[src/hw/rtl/mmce_pkg.sv]
// types and constants for the multi-mode character encoder
package mmce_pkg;

    localparam logic [1:0] MODE_ASCII = 2'd0;
    localparam logic [1:0] MODE_U16LE = 2'd1;
    localparam logic [1:0] MODE_U16BE = 2'd2;
    localparam logic [1:0] MODE_MUTF8 = 2'd3;

    localparam logic [7:0]  CH_CR      = 8'h0D;
    localparam logic [15:0] CH_LF      = 16'h000A;
    localparam logic [7:0]  LEAD3      = 8'hE0;
    localparam logic [7:0]  LEAD2      = 8'hC0;
    localparam logic [7:0]  CONT       = 8'h80;
    localparam logic [15:0] ONE_MIN    = 16'h0001;
    localparam logic [15:0] ONE_MAX    = 16'h007F;
    localparam logic [15:0] TWO_MAX    = 16'h07FF;

    localparam int MAX_BYTES = 4;
    localparam int IDX_W     = 2;

    typedef logic [7:0] byte_t;

    // one character worth of bytes, first byte in slot 0
    typedef struct packed {
        byte_t [MAX_BYTES-1:0] bytes;
        logic [IDX_W-1:0]      last_idx;
    } desc_t;

endpackage

[src/hw/rtl/mmce_front.sv]
// front end: mode register and classification of code units into byte runs
module mmce_front (
    input  logic            aclk,
    input  logic            aresetn,
    input  logic            cfg_valid,
    output logic            cfg_ready,
    input  logic [1:0]      cfg_data,
    input  logic [15:0]     code_unit,
    output mmce_pkg::desc_t desc
);

    logic [1:0] mode_reg;
    logic [1:0] mode_next;

    assign cfg_ready = 1'b1;

    always_comb begin
        mode_next = mode_reg;
        if (cfg_valid) begin
            mode_next = cfg_data;
        end
    end

    always_ff @(posedge aclk) begin
        if (!aresetn) begin
            mode_reg <= mmce_pkg::MODE_ASCII;
        end else begin
            mode_reg <= mode_next;
        end
    end

    logic                lf;
    mmce_pkg::byte_t     lo;
    mmce_pkg::byte_t     hi;
    mmce_pkg::byte_t     u8_b0;
    mmce_pkg::byte_t     u8_b1;
    mmce_pkg::byte_t     u8_b2;

    assign lf    = (code_unit == mmce_pkg::CH_LF);
    assign lo    = code_unit[7:0];
    assign hi    = code_unit[15:8];
    assign u8_b0 = mmce_pkg::LEAD3 | {4'b0, code_unit[15:12]};
    assign u8_b1 = mmce_pkg::CONT | {2'b0, code_unit[11:6]};
    assign u8_b2 = mmce_pkg::CONT | {2'b0, code_unit[5:0]};

    always_comb begin
        desc.bytes    = '0;
        desc.last_idx = 2'd0;
        unique case (mode_reg)
            mmce_pkg::MODE_ASCII: begin
                if (lf) begin
                    desc.bytes[0] = mmce_pkg::CH_CR;
                    desc.bytes[1] = lo;
                    desc.last_idx = 2'd1;
                end else begin
                    desc.bytes[0] = lo;
                    desc.last_idx = 2'd0;
                end
            end
            mmce_pkg::MODE_U16LE: begin
                if (lf) begin
                    desc.bytes[0] = mmce_pkg::CH_CR;
                    desc.bytes[1] = 8'h00;
                    desc.bytes[2] = lo;
                    desc.bytes[3] = hi;
                    desc.last_idx = 2'd3;
                end else begin
                    desc.bytes[0] = lo;
                    desc.bytes[1] = hi;
                    desc.last_idx = 2'd1;
                end
            end
            mmce_pkg::MODE_U16BE: begin
                if (lf) begin
                    desc.bytes[0] = 8'h00;
                    desc.bytes[1] = mmce_pkg::CH_CR;
                    desc.bytes[2] = hi;
                    desc.bytes[3] = lo;
                    desc.last_idx = 2'd3;
                end else begin
                    desc.bytes[0] = hi;
                    desc.bytes[1] = lo;
                    desc.last_idx = 2'd1;
                end
            end
            default: begin
                if (code_unit >= mmce_pkg::ONE_MIN && code_unit <= mmce_pkg::ONE_MAX) begin
                    if (lf) begin
                        desc.bytes[0] = mmce_pkg::CH_CR;
                        desc.bytes[1] = lo;
                        desc.last_idx = 2'd1;
                    end else begin
                        desc.bytes[0] = lo;
                        desc.last_idx = 2'd0;
                    end
                end else if (code_unit > mmce_pkg::TWO_MAX) begin
                    desc.bytes[0] = u8_b0;
                    desc.bytes[1] = u8_b1;
                    desc.bytes[2] = u8_b2;
                    desc.last_idx = 2'd2;
                end else begin
                    desc.bytes[0] = mmce_pkg::LEAD2 | {3'b0, code_unit[10:6]};
                    desc.bytes[1] = u8_b2;
                    desc.last_idx = 2'd1;
                end
            end
        endcase
    end

endmodule

[src/hw/rtl/mmce_queue.sv]
// descriptor queue between front end and serializer
module mmce_queue #(
    parameter int DEPTH = 4
) (
    input  logic            aclk,
    input  logic            aresetn,
    input  logic            push,
    input  mmce_pkg::desc_t push_data,
    output logic            full,
    input  logic            pop,
    output logic            head_valid,
    output mmce_pkg::desc_t head
);

    localparam int ADDR_W = (DEPTH > 1) ? $clog2(DEPTH) : 1;
    localparam int CNT_W  = $clog2(DEPTH + 1);
    localparam logic [ADDR_W-1:0] LAST_ADDR = ADDR_W'(DEPTH - 1);

    mmce_pkg::desc_t mem [DEPTH];
    mmce_pkg::desc_t head_reg;

    logic [ADDR_W-1:0] wr_ptr_reg, wr_ptr_next;
    logic [ADDR_W-1:0] rd_ptr_reg, rd_ptr_next;
    logic [CNT_W-1:0]  count_reg, count_next;
    logic              do_push;
    logic              do_pop;

    assign full       = (count_reg == CNT_W'(DEPTH));
    assign head_valid = (count_reg != '0);
    assign head       = head_reg;
    assign do_push    = push && !full;
    assign do_pop     = pop && head_valid;

    always_comb begin
        wr_ptr_next = wr_ptr_reg;
        rd_ptr_next = rd_ptr_reg;
        count_next  = count_reg;
        if (do_push) begin
            wr_ptr_next = (wr_ptr_reg == LAST_ADDR) ? '0 : wr_ptr_reg + 1'b1;
        end
        if (do_pop) begin
            rd_ptr_next = (rd_ptr_reg == LAST_ADDR) ? '0 : rd_ptr_reg + 1'b1;
        end
        case ({do_push, do_pop})
            2'b10:   count_next = count_reg + 1'b1;
            2'b01:   count_next = count_reg - 1'b1;
            default: count_next = count_reg;
        endcase
    end

    always_ff @(posedge aclk) begin
        if (!aresetn) begin
            wr_ptr_reg <= '0;
            rd_ptr_reg <= '0;
            count_reg  <= '0;
        end else begin
            wr_ptr_reg <= wr_ptr_next;
            rd_ptr_reg <= rd_ptr_next;
            count_reg  <= count_next;
        end
    end

    // head entry is registered, with bypass when it is the one being written
    always_ff @(posedge aclk) begin
        if (do_push) begin
            mem[wr_ptr_reg] <= push_data;
        end
        if (do_push && (rd_ptr_next == wr_ptr_reg)) begin
            head_reg <= push_data;
        end else begin
            head_reg <= mem[rd_ptr_next];
        end
    end

endmodule

[src/hw/rtl/mmce_back.sv]
// back end: serializes one byte per cycle into the output register while the queue has an entry and m_ready allows
module mmce_back (
    input  logic            aclk,
    input  logic            aresetn,
    input  logic            head_valid,
    input  mmce_pkg::desc_t head,
    output logic            pop,
    output logic            m_valid,
    input  logic            m_ready,
    output logic [7:0]      m_out_byte,
    output logic            m_last_byte
);

    logic [mmce_pkg::IDX_W-1:0] idx_reg, idx_next;
    logic                       valid_reg, valid_next;
    logic [7:0]                 byte_reg, byte_next;
    logic                       last_reg, last_next;
    logic                       adv;
    logic                       is_last;

    assign adv     = head_valid && (!valid_reg || m_ready);
    assign is_last = (idx_reg == head.last_idx);
    assign pop     = adv && is_last;

    always_comb begin
        idx_next   = idx_reg;
        valid_next = valid_reg;
        byte_next  = byte_reg;
        last_next  = last_reg;
        if (adv) begin
            valid_next = 1'b1;
            byte_next  = head.bytes[idx_reg];
            last_next  = is_last;
            idx_next   = is_last ? '0 : idx_reg + 1'b1;
        end else if (m_ready) begin
            valid_next = 1'b0;
        end
    end

    always_ff @(posedge aclk) begin
        if (!aresetn) begin
            idx_reg   <= '0;
            valid_reg <= 1'b0;
        end else begin
            idx_reg   <= idx_next;
            valid_reg <= valid_next;
        end
    end

    always_ff @(posedge aclk) begin
        byte_reg <= byte_next;
        last_reg <= last_next;
    end

    assign m_valid     = valid_reg;
    assign m_out_byte  = byte_reg;
    assign m_last_byte = last_reg;

endmodule

[src/hw/rtl/multi_mode_char_encoder.sv]
// top level of the multi-mode character encoder
// Encodes one 16-bit code unit per input transaction as a run of one to four bytes
// (ascii, utf-16 le/be or modified utf-8, set by cfg_data), one byte per output
// transaction with m_last_byte on the final byte. A code unit is accepted whenever
// the descriptor queue (DEPTH entries) has room; the serializer then drives one byte
// per cycle while m_ready does not stall it, and its single output byte per cycle
// sets the sustained rate.
module multi_mode_char_encoder #(
    parameter int DEPTH = 4
) (
    input  logic        aclk,
    input  logic        aresetn,
    input  logic        cfg_valid,
    output logic        cfg_ready,
    input  logic [1:0]  cfg_data,
    input  logic        s_valid,
    output logic        s_ready,
    input  logic [15:0] s_code_unit,
    output logic        m_valid,
    input  logic        m_ready,
    output logic [7:0]  m_out_byte,
    output logic        m_last_byte
);

    mmce_pkg::desc_t desc;
    mmce_pkg::desc_t head;
    logic            full;
    logic            head_valid;
    logic            pop;

    mmce_front u_front (
        .aclk      (aclk),
        .aresetn   (aresetn),
        .cfg_valid (cfg_valid),
        .cfg_ready (cfg_ready),
        .cfg_data  (cfg_data),
        .code_unit (s_code_unit),
        .desc      (desc)
    );

    mmce_queue #(
        .DEPTH (DEPTH)
    ) u_queue (
        .aclk       (aclk),
        .aresetn    (aresetn),
        .push       (s_valid),
        .push_data  (desc),
        .full       (full),
        .pop        (pop),
        .head_valid (head_valid),
        .head       (head)
    );

    assign s_ready = !full;

    mmce_back u_back (
        .aclk        (aclk),
        .aresetn     (aresetn),
        .head_valid  (head_valid),
        .head        (head),
        .pop         (pop),
        .m_valid     (m_valid),
        .m_ready     (m_ready),
        .m_out_byte  (m_out_byte),
        .m_last_byte (m_last_byte)
    );

endmodule

[config.mk]
export PLATFORM = sky130hd
export DESIGN_NAME = multi_mode_char_encoder
export DESIGN_NICKNAME = d
export VERILOG_FILES = /design/src/hw/rtl/mmce_pkg.sv /design/src/hw/rtl/mmce_front.sv /design/src/hw/rtl/mmce_queue.sv /design/src/hw/rtl/mmce_back.sv /design/src/hw/rtl/multi_mode_char_encoder.sv
export SDC_FILE = /design/constraint.sdc
export NUM_CORES = 1
export LEC_CHECK = 0
export ABC_AREA = 1
export BUFFER_PORTS_ARGS = -buffer_cell sky130_fd_sc_hd__buf_2
export CORE_MARGIN = 4
export CORE_UTILIZATION = 30
export CTS_BUF_LIST = sky130_fd_sc_hd__clkbuf_4
export DETAILED_ROUTE_END_ITERATION = 12
export HOLD_SLACK_MARGIN = 0.02
export PLACE_DENSITY = 0.53
export SLEW_MARGIN = 20
export SYNTH_ARGS = -nofsm -noshare
export SYNTH_HDL_FRONTEND = slang
export SYNTH_SLANG_ARGS = --single-unit
[constraint.sdc]
create_clock -name aclk -period 6.4 [get_ports aclk]
set_input_delay 0.64 -clock aclk [delete_from_list [all_inputs] [get_ports aclk]]
set_output_delay 0.64 -clock aclk [all_outputs]
set_load 0.05 [all_outputs]
# Word level (Yosys, flattened, before mapping)
# Memories as Yosys holds them, arrays and structs flattened. A register that Yosys moved wholly into a read port is not among the register bits.
# Index checks and enable logic that the tools add are counted.
dict set report classes {
  addsub 5
  multipliers 0
  div 0
  n_lt_le_gt_ge 4
  eq_ne 9
  shift 0
  muxes 24
  bitwise_logic 0
  n_reduce_logical 12
}
# op n
set op_table {}
lappend op_table {{2-to-1 mux 18 bit} 3}
lappend op_table {{one-hot mux 18 bit (3 select lines)} 1}
lappend op_table {{2-to-1 mux 16 bit} 3}
lappend op_table {{2-to-1 mux 8 bit} 4}
lappend op_table {{one-hot mux 8 bit (3 select lines)} 1}
lappend op_table {{binary-select mux 8 bit (select 2 bit)} 1}
lappend op_table {{equality test 16 x 4 -> 1 bit, second input constant} 1}
lappend op_table {{>= comparator 16 x 1 -> 1 bit, second input constant} 1}
lappend op_table {{greater-than comparator 16 x 11 -> 1 bit, second input constant} 1}
lappend op_table {{less-or-equal comparator 16 x 7 -> 1 bit, second input constant} 1}
lappend op_table {{one-hot mux 8 bit (2 select lines)} 1}
lappend op_table {{2-to-1 mux 10 bit} 1}
lappend op_table {{equality test 2 bit, second input constant} 4}
lappend op_table {{2-to-1 mux 2 bit} 4}
lappend op_table {{adder 2 x 1 -> 2 bit, second input constant} 3}
lappend op_table {{one-hot mux 3 bit (2 select lines)} 1}
lappend op_table {{logical AND 1 bit} 5}
lappend op_table {{equality test 2 x 1 -> 1 bit, second input constant} 2}
lappend op_table {{2-to-1 mux 1 bit} 4}
lappend op_table {{nonzero test 2 bit} 2}
lappend op_table {{adder 3 x 1 -> 3 bit, second input constant} 1}
lappend op_table {{equality test 3 bit, second input constant} 1}
lappend op_table {{< comparator 2 x 3 -> 1 bit, second input constant} 1}
lappend op_table {{nonzero test 3 bit} 1}
lappend op_table {{other kinds (5)} 6}
dict set report totals {
  register_bits 21
  latchBits 0
  ramBits 136
  mem_bits_ro 0
  in_bits 23
  wordCells 63
  mem_count 1
}
# name depth word_bits read_ports rd_clocked_by_memory_dff wr line
set memory_table {}
lappend memory_table {u_queue.mem 4 34 1 1 1 mmce_queue.sv:19} ;# mmce_pkg::desc_t mem [DEPTH];

# Logic depth before layout (Yosys ltp)
dict set report depth {
  word_depth 7
  depth_mapped 15
  depth_no_buf 15
}

# Modules after synthesis
# A second synthesis with hierarchy kept.
dict set report unflattened {
  hier_cells 683
  hier_area_um2 7469.7
}
# mod n_inst cells_each area_each_um2 seq_area_each_um2
set modules_own_cells {}
lappend modules_own_cells {mmce_queue 1 404 5763.0 4264.1}
lappend modules_own_cells {mmce_front 1 193 984.7 40.0}
lappend modules_own_cells {mmce_back 1 85 718.2 330.3}
lappend modules_own_cells {multi_mode_char_encoder 1 1 3.8 0.0}

# Worst setup path before layout
# OpenSTA, ideal clock, no wires.
dict set report synth_path {
  path_type {register to register}
  startpoint {register u_queue.count_reg[1]}
  endpoint {memory u_queue.mem[0][0] in the netlist's numbering, enable pin}
  setup_ns 0.425
  arrival_time_ns 2.592
  required_ns 5.975
  setup_slack_ns 3.382
  stages_incl_launch_ff 5
  path_cell_list {dfxtp_1 > inv_1 > nand3_1 > nand2_1 > nor2_1}
}
dict set report synth_between {
  elab_chain_len 5
}
# item line
set synth_lines {}
lappend synth_lines {{start: declaration} mmce_queue.sv:24} ;# logic [CNT_W-1:0] count_reg, count_next;
lappend synth_lines {{start signal: assignment} mmce_queue.sv:59} ;# count_reg <= count_next;
lappend synth_lines {{equality test 3 bit} mmce_queue.sv:28} ;# assign full = (count_reg == CNT_W'(DEPTH));
lappend synth_lines {{zero test 1 bit} -}
lappend synth_lines {{net s_ready} multi_mode_char_encoder.sv:17} ;# output logic s_ready,
lappend synth_lines {{logical AND 1 bit} mmce_queue.sv:31} ;# assign do_push = push && !full;
lappend synth_lines {{2-to-1 mux 1 bit} mmce_queue.sv:65} ;# if (do_push) begin
lappend synth_lines {{2-to-1 mux 1 bit (not written as such)} mmce_queue.sv:66} ;# mem[wr_ptr_reg] <= push_data;
lappend synth_lines {{end: declaration} mmce_queue.sv:19}
# The timed path passes the listed nets, and every way through them passes these cells.

==> metrics.cfg <==
[run_status]
run_status=complete, no violations

[detailed_routing]
wirelength_mm=15.7
firstDrtPassIters=5
vias=4666
drt_first_iter_violations=339
wl_per_cell_um=15.6
detail_route.drc_violations=0
vias_per_cell=4.62
drtAntennaViolNets=0

[clock_network]
cts_htree_levels=4
cts_max_path_buffers=2
insertion_delay_ps=550
cts_tree=done
post-cts-setup-buffers=0
clk_pin_slew_ps=130
cts-resized-gates=0
cts_hold_buf=0
numCtsBuffers=17
clock-sinks=159
root_buffer=clkbuf_4

[sta]
period_minus_slack_ps=3260
fin_crit_sh=0.509
drv_slew=0
finClkSkew_ps=14.9
tightest_slew_ps=1060
fmax_mhz=307
rsz0062_at_grt=false
hold_ws_ps=371
hold_violations=0
worst_slack_ps=3140
setup_viol=0
setup_tns_ps=0
slew_headroom=0.290

[critical_path]
cp.required_ps=6850
crit_arrival_ps=3710
crit_fanout=37
crit_type=reg -> reg
endpoint_kind=register
start_kind=register

[grt]
grt_pass1_wl_mm=24.9
grt_usage=0.124
grt_overflow=0
grt_max_degree=70
antenna_found_initial=1
grt_pass1_vias=4420

[cells_and_area]
largest_reg_flops=136
layout-drive-gt1-share=0.125
fin_nets=716
synthToLayoutAreaGrowth_pct=11.7
fillers=2303
mostFrequentLayoutCells=edfxtp_1, nor2_1, nand2_1
layout.cells.most_common=edfxtp_1

[power]
powerDensity_mw_per_mm2=351
leakage_nw=2.86
p_int_mw=1.75
power_frac_comb=0.304
pwr-share-seq=0.491
p_switching_uw=995
ir_worst_vdd_uv=134
p_sw_frac=0.363
p_clk_frac=0.204

[floorplanning]
fp.dieH_um=161
die_area_mm2=0.0258
core_mm2=0.0228
ioPinCount=35
start_util=0.307
rows=55
die_w_um=161

[synthesis]
synth-seq-cells=159
synthFlopType=edfxtp_1
syn_inst=624
yosys_warnings=0
synth_sequential_area_ratio=0.663
synth_cell_types=32
syn_area_per_cell_um2=11.2
async_flop_share=0
syn_area_mm2=0.00699
synth-edff-count=145

[placement]
pre_cts_slack_ps=3030
hpwl_mm=9.58
gp_congestion=0.876
io_buffers=33

[job]
cap_violations=0

[hold_path]
hold_path_class=in -> reg

[synthesized netlist by cell type (8+ instances only)]
cell        n  area share
o221ai_1   21       0.026
o21ai_1    13      0.0093
o22ai_1    10      0.0090
dfxtp_1    14       0.040
clkbuf_1    8      0.0043
nor2_1    101       0.054
a21oi_1    11      0.0079
buf_6       8       0.013
o21ai_0    69       0.049
nand3_1    23       0.016
ha_1       10       0.018
edfxtp_1  145        0.62
buf_2      10      0.0072
o211ai_1   13       0.014
inv_1      51       0.027
nand2_1    85       0.046
[through the flow]
step | power [mW] | utilization | area (um^2) | cells
final | 2.74 | 0.343 | 7810 | 1009
after global routing | 2.91 | 0.343 | 7810 | 1009
after CTS | 2.78 | 0.343 | 7810 | 1008
after detailed placement | 2.22 | 0.331 | 7550 | 976
after global placement | 2.21 | 0.331 | 7550 | 976
after floorplan | 1.99 | - | 7090 | 651
[per-layer routing]
metal  global-route usage  part of all wire  up-vias  routed length, um
met5                    0                 0        -                  0
met4               0.0442             0.016        0                248
met3               0.0272             0.047       21                737
met2                0.186              0.44      106               6990
met1                0.177              0.49     2235               7750
li1                     -                 -     2304                  -
[path summary, 6_finish.rpt]
| path | startpoint | end | cells past startpoint | slack, ps |
|---|---|---|---|---|
| setup reg to reg | register | u_queue.count_reg[2] | 15 | 3140 |
| hold reg to reg | u_queue.count_reg[2] | u_queue.count_reg[2] | 2 | 500 |
| setup / recovery | register | u_queue.count_reg[2] | 15 | 3140 |
| hold / removal | cfg_data[1] | u_front.mode_reg[1] | 3 | 370 |
[worst max-delay path, cell delays in order, from the launching register on]
cell and delay (ps):
dfxtp_1 320, buf_4 260, inv_1 820, nand3_1 200, nand2_1 120, nand2_1 60, nand2_2 120, nand3_2 110
inv_1 110, ha_1 140, inv_1 60, fa_1 370, a21oi_1 140, o21ai_0 110, o21ai_0 150, a21oi_1 50
[layout make-up]
cell class	count	area, um^2	share of cell area
timing repair buffer	41	225	0.0288
clock buffer	18	135	0.0173
multi-input combinational	410	2090	0.268
clock inverter	14	125	0.0160
sequential	159	4640	0.594
antenna	1	2.50	0.000320
inverter	53	199	0.0255
tap	313	392	0.0502
[power groups by stage]
stage | Sequential, mW | Clock, mW | Combinational (mW)
2_1_floorplan | 1.49 | 0 | 0.504
5_1_grt | 1.36 | 0.622 | 0.932
6_report | 1.35 | 0.560 | 0.835
3_5_place_dp | 1.37 | 0 | 0.843
3_3_place_gp | 1.37 | 0 | 0.834
4_1_cts | 1.35 | 0.582 | 0.846
[cell families after synthesis]
kind of cell    Yosys count  share of synthesized area
compound gates          148                      0.128
xor+xnor                  1                    0.00125
fa+ha+maj                11                     0.0208
buf+inv                  82                     0.0560
flops                   159                      0.663
other cells               2                    0.00107
simple gates            221                      0.130
(Power assumes the default switching activity.)
